File: src/design/epht_pkg.sv
// ----------------------------------------------------------------------------
// Edge pair hash table package
// Shared types, command codes and constants of the edge pair hash table unit.
// ----------------------------------------------------------------------------
package epht_pkg;

	// Vertex index width; a pair hashes to (low << 8) ^ high in 32 bits at most.
	localparam int VERTEX_BITS = 16;
	localparam int HASH_W      = (VERTEX_BITS + 8 > 32) ? 32 : VERTEX_BITS + 8;
	localparam int ENTRY_W     = 9;

	localparam int SLOT_COUNT_DEFAULT  = 1024;
	localparam int ENTRY_COUNT_DEFAULT = 512;

	// Probe sequence: slot = 5*slot + 1 + perturb, perturb >>= 5.
	localparam int PROBE_SHIFT = 5;
	localparam int PROBE_EXTRA = 8;

	// Command codes of an input item
	localparam logic [1:0] CMD_INSERT = 2'd0;
	localparam logic [1:0] CMD_LOOKUP = 2'd1;
	localparam logic [1:0] CMD_CLEAR  = 2'd2;

	typedef struct packed {
		logic [1:0]             cmd;
		logic [VERTEX_BITS-1:0] vertex_a;
		logic [VERTEX_BITS-1:0] vertex_b;
	} in_item_t;

	typedef struct packed {
		logic               found;
		logic [ENTRY_W-1:0] entry_number;
		logic               table_full;
	} out_item_t;

	// Kind of result captured by the datapath
	typedef enum logic [1:0] {
		RES_ZERO,
		RES_FULL,
		RES_NEW,
		RES_HIT
	} res_t;

	// Controller to datapath commands
	typedef struct packed {
		logic load;
		logic clr_step;
		logic insert_wr;
		logic advance;
		logic save_ent;
		logic set_res;
		res_t res;
		logic load_out;
	} ctl_t;

	// Datapath to controller status
	typedef struct packed {
		logic full;
		logic slot_used;
		logic edge_match;
		logic last_probe;
		logic clr_last;
	} stat_t;

endpackage

File: src/design/epht_ctrl.sv
// ----------------------------------------------------------------------------
// Edge pair hash table controller
// Sequences the clear sweep, the probe loop and the result hand-off.
// ----------------------------------------------------------------------------
module epht_ctrl (
	input  logic            clk,
	input  logic            arst_n,
	input  logic            req_valid,
	input  logic [1:0]      req_cmd,
	output logic            req_stall,
	output logic            rsp_valid,
	input  logic            rsp_stall,
	input  epht_pkg::stat_t st,
	output epht_pkg::ctl_t  ctl
);
	import epht_pkg::*;

	typedef enum logic [2:0] {
		ST_SWEEP,
		ST_IDLE,
		ST_SLOT_RD,
		ST_SLOT_CHK,
		ST_EDGE_CHK,
		ST_DONE
	} state_t;

	state_t state_q, state_d;
	logic   op_insert_q;
	logic   clr_reply_q;
	logic   rsp_valid_q;
	logic   accept;

	assign accept    = (state_q == ST_IDLE) && req_valid;
	assign req_stall = (state_q != ST_IDLE);
	assign rsp_valid = rsp_valid_q;

	always_comb begin
		ctl     = '0;
		ctl.res = RES_ZERO;
		state_d = state_q;
		unique case (state_q)
			ST_SWEEP: begin
				ctl.clr_step = 1'b1;
				if (st.clr_last) begin
					state_d = clr_reply_q ? ST_DONE : ST_IDLE;
				end
			end
			ST_IDLE: begin
				if (req_valid) begin
					ctl.load    = 1'b1;
					ctl.set_res = 1'b1;
					unique case (req_cmd)
						CMD_INSERT: begin
							if (st.full) begin
								ctl.res = RES_FULL;
								state_d = ST_DONE;
							end else begin
								state_d = ST_SLOT_RD;
							end
						end
						CMD_LOOKUP: state_d = ST_SLOT_RD;
						CMD_CLEAR:  state_d = ST_SWEEP;
						default:    state_d = ST_DONE;
					endcase
				end
			end
			ST_SLOT_RD: begin
				state_d = ST_SLOT_CHK;
			end
			ST_SLOT_CHK: begin
				if (!st.slot_used) begin
					if (op_insert_q) begin
						ctl.insert_wr = 1'b1;
						ctl.set_res   = 1'b1;
						ctl.res       = RES_NEW;
					end
					state_d = ST_DONE;
				end else if (op_insert_q) begin
					ctl.advance = 1'b1;
					state_d     = st.last_probe ? ST_DONE : ST_SLOT_RD;
				end else begin
					ctl.save_ent = 1'b1;
					state_d      = ST_EDGE_CHK;
				end
			end
			ST_EDGE_CHK: begin
				if (st.edge_match) begin
					ctl.set_res = 1'b1;
					ctl.res     = RES_HIT;
					state_d     = ST_DONE;
				end else begin
					ctl.advance = 1'b1;
					state_d     = st.last_probe ? ST_DONE : ST_SLOT_RD;
				end
			end
			ST_DONE: begin
				if (!rsp_valid_q || !rsp_stall) begin
					ctl.load_out = 1'b1;
					state_d      = ST_IDLE;
				end
			end
			default: state_d = ST_SWEEP;
		endcase
	end

	always_ff @(posedge clk or negedge arst_n) begin
		if (!arst_n) begin
			state_q     <= ST_SWEEP;
			op_insert_q <= 1'b0;
			clr_reply_q <= 1'b0;
			rsp_valid_q <= 1'b0;
		end else begin
			state_q <= state_d;
			if (accept) begin
				op_insert_q <= (req_cmd == CMD_INSERT);
				clr_reply_q <= (req_cmd == CMD_CLEAR);
			end
			if (ctl.load_out) begin
				rsp_valid_q <= 1'b1;
			end else if (!rsp_stall) begin
				rsp_valid_q <= 1'b0;
			end
		end
	end

`ifndef SYNTHESIS
	a_one_item_at_a_time: assert property (@(posedge clk) disable iff (!arst_n)
		accept |=> req_stall)
		else $error("second item taken while one is in progress");

	a_result_shown: assert property (@(posedge clk) disable iff (!arst_n)
		ctl.load_out |=> rsp_valid)
		else $error("loaded result not presented");
`endif

endmodule

File: config.mk
export PLATFORM = sky130hd
export DESIGN_NAME = epht_ctrl
export DESIGN_NICKNAME = d
export VERILOG_FILES = /design/src/design/epht_pkg.sv /design/src/design/epht_ctrl.sv
export SDC_FILE = /design/constraint.sdc
export NUM_CORES = 1
export LEC_CHECK = 0
export BUFFER_PORTS_ARGS = -buffer_cell sky130_fd_sc_hd__clkbuf_2
export CAP_MARGIN = 15
export CORE_AREA = 2 2 39 41
export CTS_BUF_LIST = sky130_fd_sc_hd__clkbuf_8
export CTS_CLUSTER_DIAMETER = 150
export DETAILED_ROUTE_END_ITERATION = 12
export DIE_AREA = 0 0 41 43
export PLACE_DENSITY = 0.67
export SLEW_MARGIN = 5
export SYNTH_ARGS = -nofsm -noshare
export SYNTH_HDL_FRONTEND = slang
export SYNTH_SLANG_ARGS = --single-unit
File: constraint.sdc
create_clock -name clk -period 1.7 [get_ports clk]
set_input_delay 0.085 -clock clk [delete_from_list [all_inputs] [get_ports clk]]
set_output_delay 0.085 -clock clk [all_outputs]
set_load 0.005 [all_outputs]
Word-level counts from Yosys, hierarchy flattened:

Cells that the tools add are included.

* eq/ne operators: 12
* multiplexer cells: 33
* reductions and logical operators: 7

Operator list (count)
* $mux W3: 13
* $pmux W3 S3: 2
* $pmux W3 S6: 1
* $mux W1: 15
* $eq A3 B2 Y1 const B: 2
* $eq A3 B3 Y1 const B: 2
* $ne A2 B2 Y1 const B: 3
* $eq A3 B1 Y1 const B: 1
* $logic_not A3 Y1: 1
* $ne A3 B1 Y1 const B: 1
* $reduce_and A3 Y1: 1
* $eq A2 B1 Y1 const B: 1
* $eq A2 B2 Y1 const B: 1
* $logic_not A1 Y1: 2
* $logic_not A2 Y1: 1
* $mux W2: 1
* $ne A2 B1 Y1 const B: 1
* $pmux W1 S2: 1
* $logic_and A1 B1 Y1: 1
* $logic_or A1 B1 Y1: 1

* register bits: 6
* bits of input ports: 11
* output and inout bits: 11
* logic and storage cells: 56

Logic depth before layout (Yosys ltp):

* word-level depth: 5
* mapped depth: 5
* mapped depth without buffers: 4

Least setup slack after synthesis:

No wires, ideal clock.

* path kind: reg2reg
* start: register state_q[1]
* end: register state_q[1]
* library setup time: 0.073 ns
* arrival: 1.313 ns
* data required time: 1.627 ns
* setup slack: 0.314 ns
* stages on the path, launching flop included: 6
* buffers on the path: 1
* period minus slack after synthesis: 1.386 ns
* cells stage by stage: dfrtp_1 > buf_6 > or3b_4 > o22ai_4 > o2bb2a_4 > a21oi_2

* longest elaborated chain between the ends: 3
* elaborated cells on any way between the ends: 11
* classes of those cells: eq/ne (8); mux (1); reduce/logical (2)

RTL lines
* start: declaration: RTL line epht_ctrl.sv:27 `state_t state_q, state_d;`
* start signal: assignment: RTL line epht_ctrl.sv:113 `state_q <= state_d;`
* $eq A3 B3 Y1, or another cell as far along: RTL line epht_ctrl.sv:41 `unique case (state_q)`
* $ne A2 B2 Y1 (no source line)
* $reduce_and A3 Y1 (no source line)

Parallel ways exist; a longest one is shown, timed or not.
A chain may end at the register's enable or synchronous reset.

==> out/summary.json <==
{
  "outcome": "finished clean",
  "vdd_ir_drop_max_uv": 647,
  "complex_gate_fraction_of_the_synthesized_area_pct": 33.3,
  "setup_skew_ns": 0.000683,
  "worst_setup_path_start_kind": "register",
  "setup.worst_path.end_class": "output pin",
  "relSlewSlack_pct": 78.8,
  "max_cap_violations": 0,
  "hold_path.class": "primary input to register",
  "placement.cell_area_um2": 631,
  "fmaxAchievable_ghz": 0.625,
  "drt_iter0_drc": 6,
  "synth.ff_latch_count": 6,
  "netlist_area_pre_place_um2": 514,
  "tns_ns": 0,
  "core_region_area_um2": 1380,
  "syn_area_per_cell_um2": 8.29,
  "synth-adder-area-share_pct": 0,
  "syn-num-nets": 73,
  "power.density_nw_per_um2": 1550,
  "via_per_inst": 5.36,
  "place.gp.congestion": 0.806,
  "drv_slew": 0,
  "timing_worst_setup_path_type": "register to output pin",
  "placement_rows": 14,
  "r2r_setup_slack_ns": 0.29,
  "critical_path_required_ns": 1.62,
  "drive_above_1_share_pct": 41.9,
  "horizontal_extent_of_the_die_um": 41,
  "drt-pass1-iter-count": 4,
  "grt_max_degree": 11,
  "clk_root_buffer_cell": "clkbuf_8",
  "nets": 99,
  "hold_violations": 0,
  "chipHeight_um": 43,
  "synth-warning-count": 0,
  "r2r.worst_path.cells": 4,
  "area_growth_pct": 34.8,
  "antenna_cells_inserted": 0,
  "worst_hold_path.endpoint": "rsp_valid",
  "yosys.area_share.xor_xnor_pct": 0,
  "timing.rr.end": "state_q[1]",
  "dp.final_hpwl_um": 1070,
  "final_period_minus_worst_setup_slack_ns": 1.60,
  "cts_sinks": 6,
  "port_buffers": 21,
  "hold_path_startpoint": "rsp_stall",
  "remaining_drc_errors": 0,
  "setup-violations-final": 0,
  "cts.reportedPaths.clkPinSlew_ns": 0.04,
  "rsz0062_at_grt": "false",
  "first_global_vias": 488,
  "grtUsageTotal_pct": 17.4,
  "crit-reg2reg-launch": "state_q[1]",
  "clk-insertion-delay-late_ns": 0.22,
  "post_synth_and_or_nand_nor_area_fraction_pct": 28.5,
  "worst-path-max-fanout": 8,
  "synth_sequential_area_ratio_pct": 29.2,
  "first_pass_grt_wire_length_um": 1990,
  "cts.htree.levels": 1,
  "numCtsBuffers": 3,
  "clock_tree.buffer_depth": 2,
  "hold_path_depth": 3,
  "synthMuxAreaShare_pct": 0,
  "syn-instance-count": 62,
  "global_route.overflow_total": 0,
  "fillers": 140,
  "drt.antenna.violating_nets": 0,
  "setup.worst_path.start": "state_q[0]",
  "drt-wirelength-per-cell_um": 12.8,
  "critical_path_arrival_ns": 1.51,
  "die_area_um2": 1760,
  "synth_top_family_by_area": "compound AO/OA/AOI/OAI gates",
  "cts_tree": "built",
  "via_count": 547,
  "tightestPinTransition_ns": 0.313,
  "detail_route.wirelength_um": 1310,
  "postCtsSetupRepairBufs": 0,
  "antenna_found_initial": 0,
  "floorplan.initialDensity_pct": 37.2,
  "total_leakage_power_nw": 0.330,
  "timing.final.crit_share_pct": 94.1,
  "synth_cell_type_count": 28,
  "finalInstanceArea_um2": 693,
  "num_io_pins": 22
}
-- layout make-up --
cell class / count / area, um^2 / area share, %
multi-input combinational: 48 / 328 / 47.3
sequential: 6 / 151 / 21.8
timing repair buffer: 25 / 138 / 19.9
clock buffer: 3 / 41.3 / 5.96
tap: 16 / 20.0 / 2.89
inverter: 4 / 15.0 / 2.17
-- cell usage in the layout (no fill, tap or decap), types with 2 or more instances in the layout --
cell and n:
a21oi_1 6, buf_4 3, clkbuf_2 21, clkbuf_8 3, dfrtp_1 5, inv_1 4, nand2_1 8, nand2b_1 4
nand3_1 2, nor2_1 4, nor2b_1 2, o21ai_0 2, o22a_1 2, o41ai_1 2
-- kinds of logic after synthesis --
family | after synthesis
AOI/OAI and AO/OA | 21
DFF | 6
and+or+nand+nor | 27
buffers and inverters | 8
-- through the flow --
step / setup slack, ns / utilization (%) / power, W / cells / hold slack [ns]
2_1_floorplan: 0.314 / - / 0.000692 / 62 / -0.211
3_3_place_gp: 0.294 / 45.6 / 0.000849 / 98 / -0.0775
3_5_place_dp: 0.263 / 45.6 / 0.000856 / 98 / -0.0764
4_1_cts: 0.0499 / 49.3 / 0.00108 / 102 / 0.107
5_1_grt: 0.0121 / 50.1 / 0.00117 / 102 / 0.135
6_report: 0.101 / 50.1 / 0.00107 / 102 / 0.115
-- registers in the layout, summed over array words and instances (netlist names) --
name         count
state_q          3
clr_reply_q      1
op_insert_q      1
rsp_valid        1
-- Yosys cell counts --
master     count  area (um^2)
o22ai_4        1         20.0
buf_4          2         15.0
buf_2          1         5.00
nand3_1        2         10.0
inv_1          4         15.0
buf_6          1         11.3
a22o_1         1         8.76
o21ai_0        2         10.0
o21bai_1       1         7.51
nand3b_2       1         11.3
nor3b_1        2         15.0
o2bb2a_4       1         20.0
o21a_1         1         7.51
a2bb2oi_1      1         8.76
o41ai_1        2         17.5
a21oi_1        6         30.0
o22a_1         2         17.5
a21oi_2        1         8.76
or2_2          1         6.26
nor3_1         2         10.0
or3b_4         1         11.3
nor2_1         4         15.0
nand2_1        8         30.0
dfrtp_1        6          150
o311ai_0       1         8.76
a31oi_1        1         6.26
nor2b_1        2         12.5
nand2b_1       4         25.0
-- worst max path at each step --
stage	to	slack, ns
2_1_floorplan	state_q[1]	0.31
3_3_place_gp	ctl[1]	0.29
3_5_place_dp	state_q[1]	0.26
4_1_cts	ctl[3]	0.05
5_1_grt	ctl[3]	0.01
6_report	ctl[3]	0.10
-- report_power, final --
group	internal, W	total (W)	switching [W]
clock network	0.000152	0.000215	0.0000630
logic	0.000278	0.000566	0.000288
registers	0.000207	0.000294	0.0000873
total	0.000637	0.00107	0.000438
-- worst max-delay path: stages (launching register included) --
cell and delay (ns):
dfrtp_1 0.45, buf_4 0.19, nand2b_1 0.17, nor2_1 0.08, or2_2 0.29, clkbuf_2 0.11
-- what timing repair did --
item / CTS / global route
setup endpoints to repair: 0 / 2
endpoints found under the hold margin: 6 / 0
hold buffers: 1 / 0
resized for setup: 0 / 3
-- per-layer routing --
layer	up-vias	GRT usage [%]	wire [um]
met5	-	0	0
met4	0	12.0	41
met3	5	3.14	64
met2	19	26.3	616
met1	249	21.0	587
li1	274	-	-
Power figures use the tool's default switching activity.
